`config.mk`:
```
export PLATFORM = sky130hd
export DESIGN_NAME = shelf_rectangle_packer
export DESIGN_NICKNAME = d
export VERILOG_FILES = /design/src/design/spk_pkg.sv /design/src/design/shelf_rectangle_packer.sv
export SDC_FILE = /design/constraint.sdc
export NUM_CORES = 1
export LEC_CHECK = 0
export ABC_AREA = 1
export BUFFER_PORTS_ARGS = -buffer_cell sky130_fd_sc_hd__buf_4
export CAP_MARGIN = 20
export CORE_MARGIN = 10
export CORE_UTILIZATION = 41
export DETAILED_ROUTE_END_ITERATION = 10
export GPL_TIMING_DRIVEN = 0
export RECOVER_POWER = 100
export SETUP_SLACK_MARGIN = 0.3
export SLEW_MARGIN = 0
export SYNTH_ARGS = -nofsm -noshare
export SYNTH_HDL_FRONTEND = slang
export SYNTH_SLANG_ARGS = --single-unit
```
`constraint.sdc`:
```
create_clock -name clk_i -period 16 [get_ports clk_i]
set_input_delay 4 -clock clk_i [delete_from_list [all_inputs] [get_ports clk_i]]
set_output_delay 4 -clock clk_i [all_outputs]
set_load 0.005 [all_outputs]
```
`src/design/spk_pkg.sv`:
```
package spk_pkg;

  // Width of every dimension held in the shelf state.
  localparam int unsigned DimW = 12;

  // Largest usable sheet side; the configured width and height are capped at it.
  localparam logic [DimW:0] MAX_DIM = 13'd2048;

  // Largest reported sheet height.
  localparam logic [DimW-1:0] SheetHMax = 12'd2048;

  // Configuration register indexes.
  localparam logic [1:0] CFG_PACK_MODE    = 2'd0;
  localparam logic [1:0] CFG_SHEET_WIDTH  = 2'd1;
  localparam logic [1:0] CFG_HEIGHT_LIMIT = 2'd2;

  // Rectangle kinds.
  localparam logic [1:0] KIND_FULL   = 2'd0;
  localparam logic [1:0] KIND_COLOUR = 2'd1;
  localparam logic [1:0] KIND_ALPHA  = 2'd2;

  // Result status codes.
  localparam logic [1:0] ST_PLACED   = 2'd0;
  localparam logic [1:0] ST_NO_FIT   = 2'd1;
  localparam logic [1:0] ST_BAD_KIND = 2'd2;

  // Round a dimension up to the next power of two; zero rounds to one.
  function automatic logic [DimW:0] round_pow2(input logic [DimW-1:0] v);
    logic [DimW-1:0] x;
    x = v - 12'd1;
    x = x | (x >> 1);
    x = x | (x >> 2);
    x = x | (x >> 4);
    x = x | (x >> 8);
    if (v == '0) begin
      return 13'd1;
    end
    return {1'b0, x} + 13'd1;
  endfunction

endpackage

```
`src/design/shelf_rectangle_packer.sv`:
```
// Shelf next-fit rectangle packer.
// Input channel (in_valid_i / in_ready_o) carries one rectangle per item:
// width, height, kind and a last-item flag. Output channel (out_valid_o /
// out_ready_i) returns one result item per rectangle: placement column and
// line, status, and on the last item the sheet size rounded to powers of two.
// Each item is placed in the cycle it is accepted and its result is shown
// from the next cycle on, and one item can be accepted every cycle while
// the receiver takes results. The per-item shelf update (one add and compare
// per axis plus the power-of-two round-up) is combinational.
// A result register sits between the channels: while the receiver stalls a
// finished result is held, and a new item is taken in the same cycle that
// the held result is taken.
// Configuration is written through cfg_we_i / cfg_index_i / cfg_data_i while
// the block is idle, which binds the user; the block does not enforce it.
// Reset (rst_ni low) returns the registers to flat mode, width 2048 and
// height limit 2048 and clears both shelf planes, as does a pass's last item.
module shelf_rectangle_packer (
  input  logic        clk_i,
  input  logic        rst_ni,
  input  logic        cfg_we_i,
  input  logic [1:0]  cfg_index_i,
  input  logic [11:0] cfg_data_i,
  input  logic        in_valid_i,
  output logic        in_ready_o,
  input  logic [11:0] rect_width_i,
  input  logic [11:0] rect_height_i,
  input  logic [1:0]  rect_kind_i,
  input  logic        last_item_i,
  output logic        out_valid_o,
  input  logic        out_ready_i,
  output logic [10:0] place_x_o,
  output logic [10:0] place_y_o,
  output logic [1:0]  status_o,
  output logic [12:0] sheet_w_o,
  output logic [11:0] sheet_h_o,
  output logic        is_last_o
);

  localparam int unsigned DW = spk_pkg::DimW;

  // Configuration registers.
  logic          pack_mode_q;
  logic [DW-1:0] sheet_width_q;
  logic [DW-1:0] height_limit_q;

  // Shelf state, one entry per plane.
  logic [1:0][DW-1:0] col_q, col_d;
  logic [1:0][DW-1:0] line_q, line_d;
  logic [1:0][DW-1:0] nl_q, nl_d;
  logic [1:0][DW-1:0] wid_q, wid_d;
  logic               full_phase_q, full_phase_d;
  logic [1:0]         failed_q, failed_d;

  // Result register.
  logic          out_valid_q;
  logic [10:0]   px_q, px_d;
  logic [10:0]   py_q, py_d;
  logic [1:0]    status_q;
  logic [DW:0]   sw_q, sw_d;
  logic [DW-1:0] sh_q, sh_d;
  logic          last_q;

  logic          accept;
  logic [DW-1:0] lim_w, lim_h;
  logic          plane, mirror;
  logic [1:0]    fail_a;
  logic [DW-1:0] col_s, line_s, nl_s, wid_s;
  logic          wrap, no_fit, place;
  logic [DW-1:0] col_a, line_a;
  logic [DW:0]   end_x, end_y;
  logic [DW-1:0] col_new, nl_new, wid_new;
  logic [DW-1:0] mw, mh;
  logic [DW:0]   sh_round;

  assign in_ready_o = !out_valid_q || out_ready_i;
  assign accept     = in_valid_i && in_ready_o;

  // Usable limits, capped at the largest sheet side.
  assign lim_w = ({1'b0, sheet_width_q} < spk_pkg::MAX_DIM) ? sheet_width_q
                                                            : spk_pkg::MAX_DIM[DW-1:0];
  assign lim_h = ({1'b0, height_limit_q} < spk_pkg::MAX_DIM) ? height_limit_q
                                                             : spk_pkg::MAX_DIM[DW-1:0];

  // Plane choice and kind checks.
  always_comb begin
    fail_a       = failed_q;
    plane        = 1'b0;
    mirror       = 1'b0;
    full_phase_d = full_phase_q;
    if (failed_q == spk_pkg::ST_PLACED && pack_mode_q) begin
      case (rect_kind_i)
        spk_pkg::KIND_COLOUR: begin
          full_phase_d = 1'b0;
        end
        spk_pkg::KIND_ALPHA: begin
          plane        = 1'b1;
          full_phase_d = 1'b0;
        end
        spk_pkg::KIND_FULL: begin
          if (full_phase_q) begin
            mirror = 1'b1;
          end else begin
            fail_a = spk_pkg::ST_BAD_KIND;
          end
        end
        default: begin
          fail_a = spk_pkg::ST_BAD_KIND;
        end
      endcase
    end
  end

  // Shelf fit test on the selected plane.
  always_comb begin
    col_s  = plane ? col_q[1]  : col_q[0];
    line_s = plane ? line_q[1] : line_q[0];
    nl_s   = plane ? nl_q[1]   : nl_q[0];
    wid_s  = plane ? wid_q[1]  : wid_q[0];
    wrap   = ({1'b0, col_s} + {1'b0, rect_width_i}) > {1'b0, lim_w};
    col_a  = wrap ? '0 : col_s;
    line_a = wrap ? nl_s : line_s;
    end_x  = {1'b0, col_a} + {1'b0, rect_width_i};
    end_y  = {1'b0, line_a} + {1'b0, rect_height_i};
    no_fit = (end_x > {1'b0, lim_w}) || (end_y > {1'b0, lim_h});
    place  = (fail_a == spk_pkg::ST_PLACED) && !no_fit;
    failed_d = (fail_a == spk_pkg::ST_PLACED && no_fit) ? spk_pkg::ST_NO_FIT : fail_a;
    col_new = end_x[DW-1:0];
    nl_new  = (end_y[DW-1:0] > nl_s) ? end_y[DW-1:0] : nl_s;
    wid_new = (col_new > wid_s) ? col_new : wid_s;
  end

  // Next shelf state, with mirroring of plane 0 during the full phase.
  always_comb begin
    col_d  = col_q;
    line_d = line_q;
    nl_d   = nl_q;
    wid_d  = wid_q;
    if (place) begin
      col_d[plane]  = col_new;
      line_d[plane] = line_a;
      nl_d[plane]   = nl_new;
      wid_d[plane]  = wid_new;
      if (mirror) begin
        col_d[1]  = col_new;
        line_d[1] = line_a;
        nl_d[1]   = nl_new;
        wid_d[1]  = wid_new;
      end
    end
  end

  // Result fields, including the sheet size on the last item.
  always_comb begin
    mw       = (wid_d[0] > wid_d[1]) ? wid_d[0] : wid_d[1];
    mh       = (nl_d[0] > nl_d[1]) ? nl_d[0] : nl_d[1];
    sh_round = spk_pkg::round_pow2(mh);
    px_d     = place ? col_a[10:0] : '0;
    py_d     = place ? line_a[10:0] : '0;
    sw_d     = '0;
    sh_d     = '0;
    if (last_item_i && failed_d == spk_pkg::ST_PLACED) begin
      sw_d = spk_pkg::round_pow2(mw);
      sh_d = (sh_round > {1'b0, spk_pkg::SheetHMax}) ? spk_pkg::SheetHMax
                                                     : sh_round[DW-1:0];
    end
  end

  // Configuration registers.
  always_ff @(posedge clk_i or negedge rst_ni) begin
    if (!rst_ni) begin
      pack_mode_q    <= 1'b0;
      sheet_width_q  <= 12'd2048;
      height_limit_q <= 12'd2048;
    end else if (cfg_we_i) begin
      case (cfg_index_i)
        spk_pkg::CFG_PACK_MODE:    pack_mode_q    <= cfg_data_i[0];
        spk_pkg::CFG_SHEET_WIDTH:  sheet_width_q  <= cfg_data_i;
        spk_pkg::CFG_HEIGHT_LIMIT: height_limit_q <= cfg_data_i;
        default: ;
      endcase
    end
  end

  // Shelf state; the last item of a pass clears it.
  always_ff @(posedge clk_i or negedge rst_ni) begin
    if (!rst_ni) begin
      col_q        <= '0;
      line_q       <= '0;
      nl_q         <= '0;
      wid_q        <= '0;
      full_phase_q <= 1'b1;
      failed_q     <= spk_pkg::ST_PLACED;
    end else if (accept) begin
      if (last_item_i) begin
        col_q        <= '0;
        line_q       <= '0;
        nl_q         <= '0;
        wid_q        <= '0;
        full_phase_q <= 1'b1;
        failed_q     <= spk_pkg::ST_PLACED;
      end else begin
        col_q        <= col_d;
        line_q       <= line_d;
        nl_q         <= nl_d;
        wid_q        <= wid_d;
        full_phase_q <= full_phase_d;
        failed_q     <= failed_d;
      end
    end
  end

  // Result valid flag.
  always_ff @(posedge clk_i or negedge rst_ni) begin
    if (!rst_ni) begin
      out_valid_q <= 1'b0;
    end else if (accept) begin
      out_valid_q <= 1'b1;
    end else if (out_ready_i) begin
      out_valid_q <= 1'b0;
    end
  end

  // Result payload.
  always_ff @(posedge clk_i) begin
    if (accept) begin
      px_q     <= px_d;
      py_q     <= py_d;
      status_q <= failed_d;
      sw_q     <= sw_d;
      sh_q     <= sh_d;
      last_q   <= last_item_i;
    end
  end

  assign out_valid_o = out_valid_q;
  assign place_x_o   = px_q;
  assign place_y_o   = py_q;
  assign status_o    = status_q;
  assign sheet_w_o   = sw_q;
  assign sheet_h_o   = sh_q;
  assign is_last_o   = last_q;

`ifndef SYNTH
  // A stalled result is never dropped.
  a_hold_valid: assert property (@(posedge clk_i) disable iff (!rst_ni)
    out_valid_o && !out_ready_i |=> out_valid_o)
    else $error("result dropped while stalled");

  // A rectangle that was not placed reports no position.
  a_fail_no_pos: assert property (@(posedge clk_i) disable iff (!rst_ni)
    out_valid_o && status_o != spk_pkg::ST_PLACED |-> place_x_o == '0 && place_y_o == '0)
    else $error("position given for a rectangle that was not placed");

  // A successful pass reports power-of-two sheet sides.
  a_pow2_size: assert property (@(posedge clk_i) disable iff (!rst_ni)
    out_valid_o && is_last_o && status_o == spk_pkg::ST_PLACED
      |-> $onehot(sheet_w_o) && $onehot(sheet_h_o))
    else $error("sheet size is not a power of two");

  // Sheet size is zero unless this is the last item of a successful pass.
  a_size_zero: assert property (@(posedge clk_i) disable iff (!rst_ni)
    out_valid_o && (!is_last_o || status_o != spk_pkg::ST_PLACED)
      |-> sheet_w_o == '0 && sheet_h_o == '0)
    else $error("sheet size reported outside a successful last item");
`endif

endmodule

```
; After elaboration in Yosys (flattened, before gate mapping)
; Index checks and enable logic that the tools add are counted.
; Widths: inputs -> output; s select.
[word_totals]
wordCells = 134
out_inout_bits = 52
input_bits = 46
register_bits = 175
[classes]
magnitude_cmp = 12
bitwise = 9
n_mux = 53
n_eq_ne = 4
reduce_logical = 28
addsub = 7
[op_table]
columns = operator, n
row1 = $mux 12, 18
row2 = $mux 24, 8
row3 = $bwmux 24, 4
row4 = $mux 13, 4
row5 = $gt 12x12->1, 4
row6 = $add 12x12->13, 3
row7 = $gt 13x12->1, 3
row8 = $add 12x1->13 const B, 2
row9 = $logic_not 12->1, 2
row10 = $lt 12x12->1 const B, 2
row11 = $or 12x10->12, 2
row12 = $or 12x11->12, 2
row13 = $or 12x4->12, 2
row14 = $or 12x8->12, 2
row15 = $sub 12x1->12 const B, 2
row16 = $gt 13x12->1 const B, 1
row17 = $mux 1, 13
row18 = $demux 12 s1, 1
row19 = $logic_not 2->1, 5
row20 = $mux 2, 4
row21 = $reduce_and 2->1, 4
row22 = $reduce_bool 2->1, 4
row23 = $logic_and 1x1->1, 6
row24 = $eq 2x1->1 const B, 2
row25 = other kinds (9), 13

; Depth between registers and ports, before layout
[depth]
depth_word = 24
mapped_depth = 91
mapped_depth_nobuf = 84

; Worst setup path after synthesis
; Ideal clock, no wire load.
[synth_path]
path_kind = in2reg
from = input rect_kind_i[0]
to = register sw_q[10] (netlist: sheet_w_o[10]), data pin
path_slack_ps = 534
setup_ps = 262
cell_stages = 82
arrival_ps = 15204
required_time_ps = 15738
path_cell_list = inv_1 > ha_1 > nand2_2 > buf_2 > buf_4 > buf_2 > clkbuf_1 > clkbuf_1 > nand2_1 > o21ai_0 > inv_1 > fa_1 > nor3_1 > nor2_1 > o21ai_0 > a21oi_1 > o21ai_0 > xor2_1 > (+46 left out) > inv_1 > ha_1 > inv_1 > or2_1 > nor2_2 > nand2_1 > o21ai_1 > o21ai_1 > nor2_2 > nand2_2 > nor2_4 > nand3_2 > or2_1 > ha_1 > inv_1 > nor2_1 > o21ai_1 > a21oi_1
[synth_via]
elab_chain_len = 22
word_cells_on_any_way = 52
[synth_rtl]
columns = element, line
row1 = start: declaration, shelf_rectangle_packer.sv:27  ; input logic [1:0] rect_kind_i,
row2 = $eq 2x2->1 (*), shelf_rectangle_packer.sv:91  ; case (rect_kind_i)
row3 = $mux 1 (*), shelf_rectangle_packer.sv:91
row4 = $mux 1 (*), shelf_rectangle_packer.sv:90  ; if (failed_q == spk_pkg::ST_PLACED && pack_mode_q) begin
row5 = $mux 12 (*), shelf_rectangle_packer.sv:115  ; col_s = plane ? col_q[1] : col_q[0];
row6 = $add 12x12->13, shelf_rectangle_packer.sv:119  ; wrap = ({1'b0, col_s} + {1'b0, rect_width_i}) > {1'b0, lim_w};
row7 = $gt 13x12->1, shelf_rectangle_packer.sv:119
row8 = $mux 12 (*), shelf_rectangle_packer.sv:120  ; col_a = wrap ? '0 : col_s;
row9 = named net col_a[2], shelf_rectangle_packer.sv:69  ; logic [DW-1:0] col_a, line_a;
row10 = (+7 left out), --
row11 = $mux 12, shelf_rectangle_packer.sv:154  ; mw = (wid_d[0] > wid_d[1]) ? wid_d[0] : wid_d[1];
row12 = $sub 12x1->12, spk_pkg.sv:30  ; x = v - 12'd1;
row13 = $or 12x11->12, spk_pkg.sv:31  ; x = x | (x >> 1);
row14 = $or 12x10->12, spk_pkg.sv:32  ; x = x | (x >> 2);
row15 = $or 12x8->12, spk_pkg.sv:33  ; x = x | (x >> 4);
row16 = $or 12x4->12, spk_pkg.sv:34  ; x = x | (x >> 8);
row17 = $add 12x1->13, spk_pkg.sv:38  ; return {1'b0, x} + 13'd1;
row18 = $mux 13, spk_pkg.sv:38
row19 = end signal: assignment, shelf_rectangle_packer.sv:229  ; sw_q <= sw_d;
row20 = end: declaration, shelf_rectangle_packer.sv:59  ; logic [DW:0] sw_q, sw_d;
; Mark *: on every way through the listed nets, which the timed path passes. The rest lies on a longest branch. The select of a mux whose other input is x is not followed.
; A chain may end at the register's enable or synchronous reset.

; Worst setup path in the final report
[layout_path]
from = input rect_kind_i[0]
to = register sh_q[5] (netlist: sheet_h_o[5]), data pin
[layout_via]
elab_chain_len = 24
word_cells_on_any_way = 53
[layout_rtl]
columns = element, line
row1 = $eq 2x2->1 (*), shelf_rectangle_packer.sv:91
row2 = $mux 1 (*), shelf_rectangle_packer.sv:91
row3 = $mux 1 (*), shelf_rectangle_packer.sv:90
row4 = $mux 12 (*), shelf_rectangle_packer.sv:115
row5 = $add 12x12->13, shelf_rectangle_packer.sv:119
row6 = $gt 13x12->1, shelf_rectangle_packer.sv:119
row7 = $mux 12 (*), shelf_rectangle_packer.sv:120
row8 = named net col_a[0], shelf_rectangle_packer.sv:69
row9 = (+9 left out), --
row10 = $or 12x11->12, spk_pkg.sv:31
row11 = $or 12x10->12, spk_pkg.sv:32
row12 = $or 12x8->12, spk_pkg.sv:33
row13 = $or 12x4->12, spk_pkg.sv:34
row14 = $add 12x1->13, spk_pkg.sv:38
row15 = $mux 13, spk_pkg.sv:38
row16 = $gt 13x12->1, shelf_rectangle_packer.sv:163  ; sh_d = (sh_round > {1'b0, spk_pkg::SheetHMax}) ? spk_pkg::SheetHMax
row17 = $reduce_or 2->1 (no source line), --
row18 = end signal: assignment, shelf_rectangle_packer.sv:230  ; sh_q <= sh_d;
row19 = end: declaration, shelf_rectangle_packer.sv:60  ; logic [DW-1:0] sh_q, sh_d;
; Mark *: on every way through the listed nets, which the timed path passes. The rest lies on a longest branch.

==> results.md <==
* Status: finished with violations
* Failing checks: max-capacitance violations, max-slew violations
* PortBufs at 97
* Dpl cell area at 15480 sq um
* Most common cell in the netlist: nand2_1
* Critical Path Fanout Max at 10
* Most common cell on crit path: nand2_2
* Total GRT Usage at 0.2062
* Mapped Area at 14160 sq um
* CP Class: in -> reg
* Ys flop type: dfrtp_1
* Seq cells post-synth at 175
* Max-capacitance violation count at 3
* Core area at 33780 sq um
* Die Span Y at 205.8 um
* ANT cells at 0
* Detail Route Antenna Nets at 0
* CTS hold repair buffers at 0
* Total gr overflow at 0
* WP data required at 16.31 ns
* RSZ-0062 raised after global routing: false
* DRT Pass-1 Iters at 6
* Die footprint at 42360 sq um
* Final WS setup at 0.7868 ns
* # H-tree levels at 4
* Hold crit path type: reg -> reg
* First-pass GRT wire length at 69520 um
* Starting density of the core at 0.4190
* Min cycle time layout at 15.21 ns
* DIE WIDTH at 205.8 um
* Top cell type's share of synthesized area at 0.2157
* Yosys cell types at 57
* Dpl hpwl at 33480 um
* DRC errors left at 0
* Final setup fails at 0
* Routed length per placed instance at 16.95 um
* Post-DR vias/cell at 5.250
* Synth Warn # at 0
* RD Place Congestion at 0.9019
* DRT Wirelength at 44720 um
* Setup TNS Final at 0 ns
* CP endpoint kind: register
* Cell row count at 67
* Fin Hold WS at 0.4847 ns
* Gate Count Post-Synth at 1976
* Rel. slew slack at -2.527
* Fmax at 65.73 MHz
* Final Hold Viols at 0
* Pre-CTS WS at -3.038 ns
* Synthesized Nets at 2155
* Initial detailed-routing violation count at 1002
* Top post-synthesis cells by area: dfrtp_1, nand2_1, ha_1
* Finished layout cell area at 17500 sq um
* CTS Buffer Depth at 2
* Via count at 13850
* Synthesis-to-layout area growth at 23.64%
* Synth top cells by count: nand2_1, inv_1, ha_1
* Clock-pin transition on the worst setup and hold timing paths at 0.07 ns
* CTS buffer count at 17
* Fraction of layout cells with a size suffix above 1 at 0.2201
* Type of origin of the critical path: input pin
* Clock network latency to the later pin of the worst-skew pair at 0.46 ns
* Slew @ Worst Pin at 5.290 ns
* I/O pin count at 98
* FILL cells at 3284
* CP peak stage delay at 0.42 ns
* Number of global-route vias before repair at 13320
* Post-synth top area cell: dfrtp_1
* CTS tree: done
* Worst path slowest cell: xnor2_1
* Final Cycle Share at 0.9508
* Crit path DAT at 15.53 ns
* Nets at 2356
* Final Slew Violations at 188
* EDFF count, synth at 50
* Layout Skew at 0.01911 ns
* CTS Sinks at 175
* Antenna violations before repair at 0
* Seq/Total Area, Yosys at 0.3273
* Largest net degree at the start of global routing at 95
* Root buffer cell: clkbuf_16
* Syn Area/Cell at 7.164 sq um
* Async S/R FF share, synth at 0.7143
[path summary, 6_finish.rpt]
kind                       slack [ns]  cells past startpoint          endpoint           start
min in group asynchronous        4.06                      1  sheet_width_q[6]          rst_ni
min reg2reg                      0.48                      2      full_phase_q    full_phase_q
max reg2reg                      4.02                     83      sheet_h_o[5]     failed_q[0]
max in group asynchronous        6.06                      2          nl_q[20]          rst_ni
min                              0.48                      2      full_phase_q    full_phase_q
max                              0.79                     83      sheet_h_o[5]  rect_kind_i[0]
[registers in the layout (all words and copies together), names as in the netlist, 11 cells and up]
register	cells
col_q	24
line_q	24
nl_q	24
wid_q	24
sheet_w_o	13
height_limit_q	12
sheet_h_o	12
sheet_width_q	12
place_x_o	11
place_y_o	11
[repair_timing]
item,CTS,global route
setup buffers,29,53
pin swaps,27,61
setup endpoints to repair,25,25
gates cloned,1,1
endpoints found under the hold margin,0,0
gates resized for setup,98,157
[cell families after synthesis]
family	count (synthesis)	synth area share
compound gates	354	0.1440
flops	175	0.3273
xor+xnor	25	0.01600
buf+inv	397	0.1116
fa+ha+maj	133	0.1191
simple gates	892	0.2820
[through the flow]
stage,std cells,utilization
floorplan,1976,-
global route,2638,0.5181
finish,2638,0.5181
global placement,2521,0.4572
CTS,2584,0.4917
detailed placement,2522,0.4582
[area by class of cell]
cell class | instances | area [sq um] | share of cell area
multi-input combinational | 1404 | 8677 | 0.4957
sequential | 175 | 4633 | 0.2647
timing repair buffer | 182 | 1321 | 0.07549
inverter | 339 | 1280 | 0.07313
tap | 448 | 560.5 | 0.03203
clock buffer | 21 | 461.7 | 0.02638
buffer | 58 | 440.4 | 0.02516
clock inverter | 11 | 128.9 | 0.007363
[placed cells by master (no fill, tap or decap), types with 50 or more instances in the layout]
cell / n
dfrtp_1: 122
o21ai_0: 84
nand2_2: 51
o22ai_1: 90
buf_4: 121
nor2_1: 93
nand2_1: 509
nand3_1: 108
edfxtp_1: 50
ha_1: 107
inv_1: 302
[worst max-delay path, delay by kind of cell]
family,cells,cell delay (ns)
fa+ha+maj,9,2.28
compound gates,11,1.47
buf+inv,18,2.26
simple gates,43,4.87
xor+xnor,2,0.55
[routing by layer]
layer / wire (um) / vias up / share of wire / track usage
met5: 0 / - / 0 / 0
met4: 1032 / 0 / 0.023 / 0.05968
met3: 2114 / 70 / 0.047 / 0.03192
met2: 21390 / 336 / 0.48 / 0.3405
met1: 20180 / 6553 / 0.45 / 0.2735
li1: - / 6890 / - / -
Power is not shown: default switching activity piles up to over one toggle a cycle in this logic, so the estimate is an artifact.
